$ cat src/hw/rtl/mbu_pkg.sv
// mbu_pkg: shared types and constants of the measurement batch unpacker.
// Holds the request and result payload structs and the field size constants.
// No dependencies.
package mbu_pkg;

	// Number of little-endian id bytes that open each group.
	localparam int ID_BYTES = 4;
	// Flag varint bits kept before the cut to 32 bits.
	localparam int FLAG_BITS = 32;

	// Mask applied to the decoded flag varint.
	localparam logic [63:0] FLAG_MASK = (FLAG_BITS >= 64) ? {64{1'b1}} :
		((64'd1 << FLAG_BITS) - 64'd1);

	// Widths of the internal counters and the accumulator.
	localparam int IDX_W = 4;
	localparam int ACC_W = 64;
	// Last varint byte index whose payload still lands inside the accumulator.
	localparam logic [IDX_W-1:0] VARINT_LAST_IDX = 4'd9;
	// Saturation value of the byte counter.
	localparam logic [IDX_W-1:0] IDX_MAX = 4'd15;

	// One payload byte of a message.
	typedef struct packed {
		logic [7:0]  byte_value;
		logic        message_start;
		logic [15:0] record_total;
	} mbu_req_t;

	// One decoded record.
	typedef struct packed {
		logic [31:0] meas_id;
		logic [31:0] meas_flag;
		logic [63:0] meas_time;
		logic [63:0] value_bits;
		logic        last_record;
	} mbu_res_t;

endpackage

$ cat src/hw/rtl/mbu_in_stage.sv
// mbu_in_stage: input register of the unpacker.
// Captures one request per cycle and holds it while the parser is stalled.
// Depends on mbu_pkg.
module mbu_in_stage (
	input  logic              clk,
	input  logic              arst_n,
	input  logic              req_valid,
	output logic              req_ready,
	input  mbu_pkg::mbu_req_t req_data,
	input  logic              advance,
	output logic              valid_s1,
	output mbu_pkg::mbu_req_t data_s1
);

	// Room for a new request whenever the held one moves on this cycle
	assign req_ready = !valid_s1 || advance;

	always_ff @(posedge clk or negedge arst_n) begin
		if (!arst_n) begin
			valid_s1 <= 1'b0;
		end else if (req_ready) begin
			valid_s1 <= req_valid;
		end
	end

	// Payload register, no reset needed
	always_ff @(posedge clk) begin
		if (req_valid && req_ready) begin
			data_s1 <= req_data;
		end
	end

endmodule

$ cat src/hw/rtl/mbu_parser.sv
// mbu_parser: message parse state and the per-byte decode step.
// Updates the group and varint state for each byte and forms the result.
// Depends on mbu_pkg.
module mbu_parser (
	input  logic              clk,
	input  logic              arst_n,
	input  logic              fire,
	input  mbu_pkg::mbu_req_t data_s1,
	output logic              hit,
	output mbu_pkg::mbu_res_t res
);

	typedef enum logic [2:0] {
		PH_IDLE,
		PH_ID,
		PH_GCOUNT,
		PH_FLAG,
		PH_TIME,
		PH_VALUE
	} phase_t;

	phase_t                        phase_q, ph_c, ph_d;
	logic [mbu_pkg::IDX_W-1:0]     idx_q, idx_c, idx_d;
	logic [mbu_pkg::ACC_W-1:0]     acc_q, acc_c, acc_d;
	logic [31:0]                   gid_q, gid_d;
	logic [15:0]                   grem_q, grem_c, grem_d;
	logic [15:0]                   tot_q, tot_c, tot_d;
	logic [31:0]                   hflag_q, hflag_d;
	logic [63:0]                   htime_q, htime_d;

	logic [7:0]                    b;
	logic [6:0]                    vshift;
	logic [mbu_pkg::ACC_W-1:0]     vacc;
	logic [mbu_pkg::IDX_W-1:0]     vidx;
	logic                          vend;
	logic [mbu_pkg::ACC_W-1:0]     bacc;
	logic [mbu_pkg::IDX_W-1:0]     bidx;
	logic [15:0]                   tot_dec;
	logic [15:0]                   grem_dec;

	assign b = data_s1.byte_value;

	// Start mark restarts the message before the byte is parsed
	always_comb begin
		ph_c   = phase_q;
		idx_c  = idx_q;
		acc_c  = acc_q;
		tot_c  = tot_q;
		grem_c = grem_q;
		if (data_s1.message_start) begin
			tot_c  = data_s1.record_total;
			grem_c = 16'd0;
			idx_c  = '0;
			acc_c  = '0;
			ph_c   = (data_s1.record_total == 16'd0) ? PH_IDLE : PH_ID;
		end
	end

	// LEB128 step: 7 payload bits at 7*index, counter saturates
	always_comb begin
		vshift = 7'(idx_c) * 7'd7;
		vacc   = acc_c;
		if (idx_c <= mbu_pkg::VARINT_LAST_IDX) begin
			vacc = acc_c | (mbu_pkg::ACC_W'(b[6:0]) << vshift[5:0]);
		end
		vidx = (idx_c == mbu_pkg::IDX_MAX) ? idx_c : idx_c + 4'd1;
		vend = !b[7];
	end

	// Little-endian byte step for the id and group count
	always_comb begin
		bacc = acc_c;
		if (ph_c == PH_ID) begin
			if (idx_c < 4'd8) begin
				bacc = acc_c | (mbu_pkg::ACC_W'(b) << {idx_c[2:0], 3'b000});
			end
		end else begin
			bacc = acc_c | (mbu_pkg::ACC_W'(b) << {idx_c[0], 3'b000});
		end
		bidx = idx_c + 4'd1;
	end

	assign tot_dec  = tot_c - 16'd1;
	assign grem_dec = grem_c - 16'd1;

	// Phase transitions and held fields
	always_comb begin
		ph_d    = ph_c;
		idx_d   = idx_c;
		acc_d   = acc_c;
		tot_d   = tot_c;
		grem_d  = grem_c;
		gid_d   = gid_q;
		hflag_d = hflag_q;
		htime_d = htime_q;
		hit     = 1'b0;
		case (ph_c)
			PH_IDLE: begin
				ph_d = PH_IDLE;
			end
			PH_ID: begin
				acc_d = bacc;
				idx_d = bidx;
				if (bidx >= mbu_pkg::IDX_W'(mbu_pkg::ID_BYTES)) begin
					gid_d = bacc[31:0];
					ph_d  = PH_GCOUNT;
					idx_d = '0;
					acc_d = '0;
				end
			end
			PH_GCOUNT: begin
				acc_d = bacc;
				idx_d = bidx;
				if (bidx >= 4'd2) begin
					grem_d = bacc[15:0];
					ph_d   = (bacc[15:0] == 16'd0) ? PH_ID : PH_FLAG;
					idx_d  = '0;
					acc_d  = '0;
				end
			end
			PH_FLAG: begin
				acc_d = vacc;
				idx_d = vidx;
				if (vend) begin
					hflag_d = 32'(vacc & mbu_pkg::FLAG_MASK);
					ph_d    = PH_TIME;
					idx_d   = '0;
					acc_d   = '0;
				end
			end
			PH_TIME: begin
				acc_d = vacc;
				idx_d = vidx;
				if (vend) begin
					htime_d = vacc;
					ph_d    = PH_VALUE;
					idx_d   = '0;
					acc_d   = '0;
				end
			end
			PH_VALUE: begin
				acc_d = vacc;
				idx_d = vidx;
				if (vend) begin
					hit    = 1'b1;
					tot_d  = tot_dec;
					grem_d = grem_dec;
					idx_d  = '0;
					acc_d  = '0;
					if (tot_dec == 16'd0) begin
						ph_d = PH_IDLE;
					end else if (grem_dec == 16'd0) begin
						ph_d = PH_ID;
					end else begin
						ph_d = PH_FLAG;
					end
				end
			end
			default: begin
				ph_d = PH_IDLE;
			end
		endcase
	end

	// Result fields of a completed record
	always_comb begin
		res.meas_id     = gid_q;
		res.meas_flag   = hflag_q;
		res.meas_time   = htime_q;
		res.value_bits  = vacc;
		res.last_record = (tot_dec == 16'd0);
	end

	// Parse state, updated once per consumed byte
	always_ff @(posedge clk or negedge arst_n) begin
		if (!arst_n) begin
			phase_q <= PH_IDLE;
			idx_q   <= '0;
			acc_q   <= '0;
			gid_q   <= '0;
			grem_q  <= '0;
			tot_q   <= '0;
			hflag_q <= '0;
			htime_q <= '0;
		end else if (fire) begin
			phase_q <= ph_d;
			idx_q   <= idx_d;
			acc_q   <= acc_d;
			gid_q   <= gid_d;
			grem_q  <= grem_d;
			tot_q   <= tot_d;
			hflag_q <= hflag_d;
			htime_q <= htime_d;
		end
	end

endmodule

$ cat src/hw/rtl/mbu_out_stage.sv
// mbu_out_stage: result register of the unpacker.
// Holds one decoded record until the receiver takes it; drives the stall.
// Depends on mbu_pkg.
module mbu_out_stage (
	input  logic              clk,
	input  logic              arst_n,
	input  logic              valid_s1,
	input  logic              hit,
	input  mbu_pkg::mbu_res_t res,
	output logic              advance,
	output logic              res_valid,
	input  logic              res_ready,
	output mbu_pkg::mbu_res_t res_data
);

	logic res_valid_q;
	mbu_pkg::mbu_res_t res_q;

	// Pipeline moves when the result slot is empty or being drained
	assign advance = !res_valid_q || res_ready;

	always_ff @(posedge clk or negedge arst_n) begin
		if (!arst_n) begin
			res_valid_q <= 1'b0;
		end else if (advance) begin
			res_valid_q <= valid_s1 && hit;
		end
	end

	always_ff @(posedge clk) begin
		if (advance && valid_s1 && hit) begin
			res_q <= res;
		end
	end

	assign res_valid = res_valid_q;
	assign res_data  = res_q;

endmodule

$ cat src/hw/rtl/measurement_batch_unpacker.sv
// measurement_batch_unpacker: top level of the measurement record decoder.
// Instantiates mbu_in_stage, mbu_parser and mbu_out_stage; uses mbu_pkg.
//
// Usage:
//   The request channel (req_valid/req_ready/req_data) carries one message
//   byte per request. The first byte of a message carries message_start and
//   the total record count. The result channel (res_valid/res_ready/res_data)
//   delivers one decoded record per request that ends a value varint, with
//   last_record set on the record that completes the total.
//   Throughput: one request per cycle while no result waits on res_ready; the
//   per-byte decode step between the input register and the result register sets that figure.
//   Path: a request that ends a record is held in the input register, then
//   its decoded record is registered in the result register.
//   Stall: while a result waits, the input register still takes one request;
//   after that req_ready drops until res_ready is seen.
//   Reset: arst_n clears both registers' valid bits and the parse state to
//   idle, so bytes are ignored until a message start arrives.
module measurement_batch_unpacker (
	input  logic              clk,
	input  logic              arst_n,
	input  logic              req_valid,
	output logic              req_ready,
	input  mbu_pkg::mbu_req_t req_data,
	output logic              res_valid,
	input  logic              res_ready,
	output mbu_pkg::mbu_res_t res_data
);

	logic              advance;
	logic              valid_s1;
	mbu_pkg::mbu_req_t data_s1;
	logic              hit;
	mbu_pkg::mbu_res_t res;

	mbu_in_stage u_in (
		.clk       (clk),
		.arst_n    (arst_n),
		.req_valid (req_valid),
		.req_ready (req_ready),
		.req_data  (req_data),
		.advance   (advance),
		.valid_s1  (valid_s1),
		.data_s1   (data_s1)
	);

	mbu_parser u_parser (
		.clk     (clk),
		.arst_n  (arst_n),
		.fire    (valid_s1 && advance),
		.data_s1 (data_s1),
		.hit     (hit),
		.res     (res)
	);

	mbu_out_stage u_out (
		.clk       (clk),
		.arst_n    (arst_n),
		.valid_s1  (valid_s1),
		.hit       (hit),
		.res       (res),
		.advance   (advance),
		.res_valid (res_valid),
		.res_ready (res_ready),
		.res_data  (res_data)
	);

endmodule

$ cat config.mk
export PLATFORM = sky130hd
export DESIGN_NAME = measurement_batch_unpacker
export DESIGN_NICKNAME = d
export VERILOG_FILES = /design/src/hw/rtl/mbu_pkg.sv /design/src/hw/rtl/mbu_in_stage.sv /design/src/hw/rtl/mbu_parser.sv /design/src/hw/rtl/mbu_out_stage.sv /design/src/hw/rtl/measurement_batch_unpacker.sv
export SDC_FILE = /design/constraint.sdc
export NUM_CORES = 1
export LEC_CHECK = 0
export BUFFER_PORTS_ARGS = -buffer_cell sky130_fd_sc_hd__buf_2
export CAP_MARGIN = 10
export CORE_ASPECT_RATIO = 0.6
export CORE_MARGIN = 5
export CORE_UTILIZATION = 36
export DETAILED_ROUTE_END_ITERATION = 16
export MAX_ROUTING_LAYER = met4
export SLEW_MARGIN = 10
export SYNTH_ARGS = -nofsm -noshare
export SYNTH_HDL_FRONTEND = slang
export SYNTH_SLANG_ARGS = --single-unit
$ cat constraint.sdc
create_clock -name clk -period 11.9 [get_ports clk]
set_clock_uncertainty 0.1 [all_clocks]
set_input_delay 3.57 -clock clk [delete_from_list [all_inputs] [get_ports clk]]
set_output_delay 3.57 -clock clk [all_outputs]
set_load 0.02 [all_outputs]
-- Word level (Yosys, flattened, before mapping)
Cells that the tools add are included.
W data, S select, Z words.
- register bits after elaboration: 451
- bits of input ports: 29
- output and inout bits: 195
- logic and storage cells: 89
- $add $sub $neg: 3
- $mul: 1
- $lt $le $gt $ge: 4
- equality and inequality tests: 6
- shifts and indexed selects: 3
- muxes and demuxes: 34
- bitwise logic cells: 4
- reduce and logical (&&, ||, !) cells: 16
- operators with widths (operator ; number):
    $mux W64 ; 7
    $or A64 B64 Y64 ; 3
    $pmux W64 S3 ; 1
    $mux W16 ; 6
    $logic_not A16 Y1 ; 4
    $shl A7 B6 Y64 ; 1
    $shl A8 B4 Y64 ; 1
    $shl A8 B6 Y64 ; 1
    $pmux W16 S2 ; 1
    $sub A16 B1 Y16 const B ; 2
    $mux W3 ; 7
    $mux W4 ; 5
    $pmux W3 S5 ; 1
    $pmux W4 S3 ; 1
    $reduce_and A3 Y1 ; 3
    $eq A3 B2 Y1 const B ; 2
    $eq A3 B3 Y1 const B ; 2
    $mul A4 B3 Y6 const B ; 1
    $add A4 B1 Y4 const B ; 1
    $eq A4 B4 Y1 const B ; 1
    $ge A4 B2 Y1 const B ; 1
    $ge A4 B3 Y1 const B ; 1
    $le A4 B4 Y1 const B ; 1
    $logic_and A1 B1 Y1 ; 4
    8 further kinds ; 13

-- Depth between registers and ports, before layout
- word-level depth: 9
- depth in mapped cells: 19

-- Hierarchy
A second synthesis with hierarchy kept.
- cell total of the unflattened synthesis: 1700
- area, all modules: 19726.4 um^2
- by module, submodules not included (module ; instances ; cells an instance ; area each (um^2) ; sequential area each (um^2)):
    mbu_parser ; 1 ; 1472 ; 13060.0 ; 5780.5
    mbu_out_stage ; 1 ; 198 ; 5855.6 ; 5820.6
    mbu_in_stage ; 1 ; 29 ; 804.5 ; 775.7
    measurement_batch_unpacker ; 1 ; 1 ; 6.3 ; 0.0

-- Least setup slack after synthesis
OpenSTA, ideal clock, no wires.
- path type: input to register
- from: in res_ready
- to: reg u_parser.phase_q[1]
- data arrival time: 12.882 ns
- data required time: 11.684 ns
- setup slack: -1.198 ns
- stages: 6
- path buffers: 1
- path through: nand2b_1 nand2_1 clkbuf_1 nor2_1 o31ai_1 o21ai_0
- word-level cells in the longest chain between the ends: 2
- RTL lines (element ; RTL line ; text):
    start: declaration ; measurement_batch_unpacker.sv:25 ; input logic res_ready,
    $logic_or A1 B1 Y1 ; mbu_out_stage.sv:20 ; assign advance = !res_valid_q || res_ready;
    $logic_and A1 B1 Y1 ; measurement_batch_unpacker.sv:49 ; .fire (valid_s1 && advance),
    end signal: assignment ; mbu_parser.sv:186 ; phase_q <= ph_d;
    end: declaration ; mbu_parser.sv:22 ; phase_t phase_q, ph_c, ph_d;
No other way between the ends.
A chain may end at the register's enable or synchronous reset.

-- Worst setup path in the final report
- from: in res_ready
- to: out req_ready
- word-level cells in the longest chain between the ends: 2
- RTL lines (element ; RTL line ; text):
    $logic_or A1 B1 Y1 ; mbu_out_stage.sv:20 ;
    $logic_or A1 B1 Y1 ; mbu_in_stage.sv:16 ; assign req_ready = !valid_s1 || advance;
    end: declaration ; measurement_batch_unpacker.sv:22 ; output logic req_ready,
No other way between the ends.

==> qor.csv <==
metric,value,unit
clock buffer count from CTS,44,
Routed WL,63600,µm
vias,15300,
Post-Synthesis Cells,1728,
Finished Layout Cells,2705,
design area,0.0234,mm²
Die Wd,314,µm
GPL Wtd Cong,1.00,
Worst-path clk slew,0.06,ns
Longest Clk Path Bufs,3,
htree depth,2,
Vias/cell,5.66,
vias in the first global route,14800,
max incr delay on CP,0.18,ns
worst hold path endpoint,u_out.res_data[94],
post-synth cell types,93,
post-CTS setup buffer count,0,
Hold WC Path Type,flip-flop to flip-flop,
Critical Path AT,4.03,ns
"commonest non-fill, non-tap cells in the layout","233 x dfrtp_1, 222 x buf_2, 218 x edfxtp_1, 176 x nand2_1, 142 x a21oi_1",
PostCTS Resize Cnt,0,
drt pass-1 iters,6,
number of synthesized flops with an enable pin,218,
Max rail drop VDD,88.4,µV
fraction of registers with async set/reset,51.7,%
Setup Crit Path Kind,input pin to output pin,
Reg2Reg Launch Point,u_in.data_s1[16],
Sw Share,28.5,%
"worst slack, placed",4.20,ns
CTS tree,done,
Max-Cap Viols,0,
FP Rows,66,
HPWL Detailed,43600,µm
syn_nets,1776,
Final Worst Setup Slack,4.20,ns
critical hold path startpoint,u_parser.htime_q[29],
most frequent CP cell,buf_2,
sw power,1.11,mW
initial core utilization,36.6,%
Synth Register Bits,451,
grt ovf,0,
Worst Tran Pin Value,1.29,ns
die height,192,µm
Hold Slack,0.341,ns
Synth Cell Area,0.0200,mm²
setup TNS,0,ns
Peak Freq,130,MHz
worst skew pair latency,0.57,ns
sequential share of power,45.6,%
clock share of power,39.9,%
final antenna-violating net count,0,
Clock Sinks,451,
"commonest non-fill, non-tap cell in the layout",dfrtp_1,
port bufs,223,
CP Max Fanout,3,
Synth Flop Type,dfrtp_1,
Setup crit start kind,input pin,
synth warn,0,
area delta synth->final,17.0,%
"Seq/Total Area, Yosys",61.9,%
min Tclk post-route,7.70,ns
"CP delay by family, top",buffers and inverters,
DIE AREA,0.0605,mm²
hold path depth,0,
syn avg cell area,11.6,µm²
RSZ-0062 raised after global routing,false,
first-pass GRT wire length,94800,µm
placed instance count,2618,
CP required,8.23,ns
worst reg2reg setup slack,5.91,ns
RR Endpoint,u_parser.acc_q[19],
Fill cells,5122,
Static Leak,9.53,nW
largest net degree at the start of global routing,90,
First DRT Iteration DRCs,1927,
area of the multi-input gates,0.00683,mm²
crit path from,res_ready,
Core ar.,0.0546,mm²
outcome,finished clean,
Final Power,3.90,mW
critical path's slowest cell,nand3b_1,
Final Hold Violating Endpoints,0,
Final period util,64.7,%
Slew Limit Fails,0,
wire per inst,23.5,µm
WP buf/inv,2,
internal power,2.79,mW
Post-Place Cell Area,0.0218,mm²
Final Net Count,1964,
IO Pins,224,
Crit. End Element,output pin,
share of cells above drive strength 1,20.2,%
initial antenna violation count,5,
"Hold-fix buffers, CTS",0,
Root Buffer,clkbuf_16,
Slew Limit Headroom,13.2,%
Comb pwr share,14.5,%
Setup-failing EPs final,0,
sequential cell area,0.0124,mm²
# DRC,0,
CP cell instances,buf_2 -> nand3b_1 -> buf_2,
reg2reg path depth,15,
total track usage,21.2,%
final core occ,42.8,%
Pwr Density,167,mW/mm²
[cell families (layout without fill, tap and decap cells)]
logic type | count (synthesis) | count (layout) | share of synthesized area (%)
AO/OA/AOI/OAI | 511 | 511 | 16.7
XOR/XNOR | 19 | 19 | 0.833
adder cells (fa/ha/maj) | 19 | 19 | 1.34
buffers and inverters | 182 | 406 | 3.98
flip-flops | 451 | 451 | 61.9
multiplexers | 54 | 54 | 3.16
other | 0 | 5 | 0
AND/OR/NAND/NOR | 492 | 492 | 12.0
[how the worst max path moves through the flow]
stage,to,slack (ns),depth (start not counted)
3_3_place_gp,req_ready,4.20,3
6_report,req_ready,4.20,3
2_1_floorplan,u_parser.phase_q[1],2.12,6
5_1_grt,req_ready,4.16,3
4_1_cts,req_ready,4.19,3
3_5_place_dp,req_ready,4.20,3
[per-layer routing]
layer / vias to the layer above / track usage [%] / share of wire (%)
li1: 6758 / - / -
met1: 7530 / 31.5 / 46
met2: 897 / 27.6 / 40
met3: 117 / 6.88 / 12
met4: 0 / 5.46 / 2.4
met5: - / - / 0
[synthesized netlist by cell type (9+ instances only)]
library cell	count	area (µm²)
a21oi_1	143	716
a221o_1	18	180
a22o_1	15	131
a22oi_1	29	218
a31oi_1	32	200
buf_2	33	165
clkbuf_1	61	229
dfrtp_1	233	5830
edfxtp_1	218	6550
ha_1	15	188
inv_1	67	251
mux2_2	32	360
mux2i_1	18	180
nand2_1	177	664
nand2b_1	12	75.1
nand3_1	21	105
nor2_1	131	492
nor2b_1	34	213
nor3_1	35	175
nor4_1	18	113
o21a_1	11	82.6
o21ai_0	115	576
o221ai_1	30	263
o22ai_1	13	81.3
o31ai_1	9	67.6
xnor2_1	10	87.6
xor2_1	9	78.8
[power by group through the flow]
stage                     combinational (mW)  clock (mW)  sequential [mW]
final                                  0.564        1.55             1.78
after CTS                              0.542        1.59             1.78
after global placement                 0.535           0             1.80
after detailed placement               0.541           0             1.81
after global routing                   0.599        1.65             1.78
after floorplan                        0.342           0             1.77
[state kept, by name, summed over array words and instances, names as in the netlist, 3 cells and up]
| signal | count |
|---|---|
| u_parser.htime_q | 64 |
| u_in.data_s1 | 25 |
| u_parser.gid_q | 32 |
| u_parser.idx_q | 4 |
| u_parser.acc_q | 64 |
| u_out.res_data | 193 |
| u_parser.hflag_q | 32 |
| u_parser.tot_q | 16 |
| u_parser.phase_q | 3 |
| u_parser.grem_q | 16 |
[cell type report]
type,instances,share of cell area (%)
clock inverters,27,1.69
well taps,748,4.00
inverters,71,1.14
flip-flops and latches,451,52.9
diodes,5,0.0535
multi-input cells,1095,29.2
repair buffers,253,5.78
clock buffers,55,5.20
Note: power is estimated with default switching activity, not from simulation.
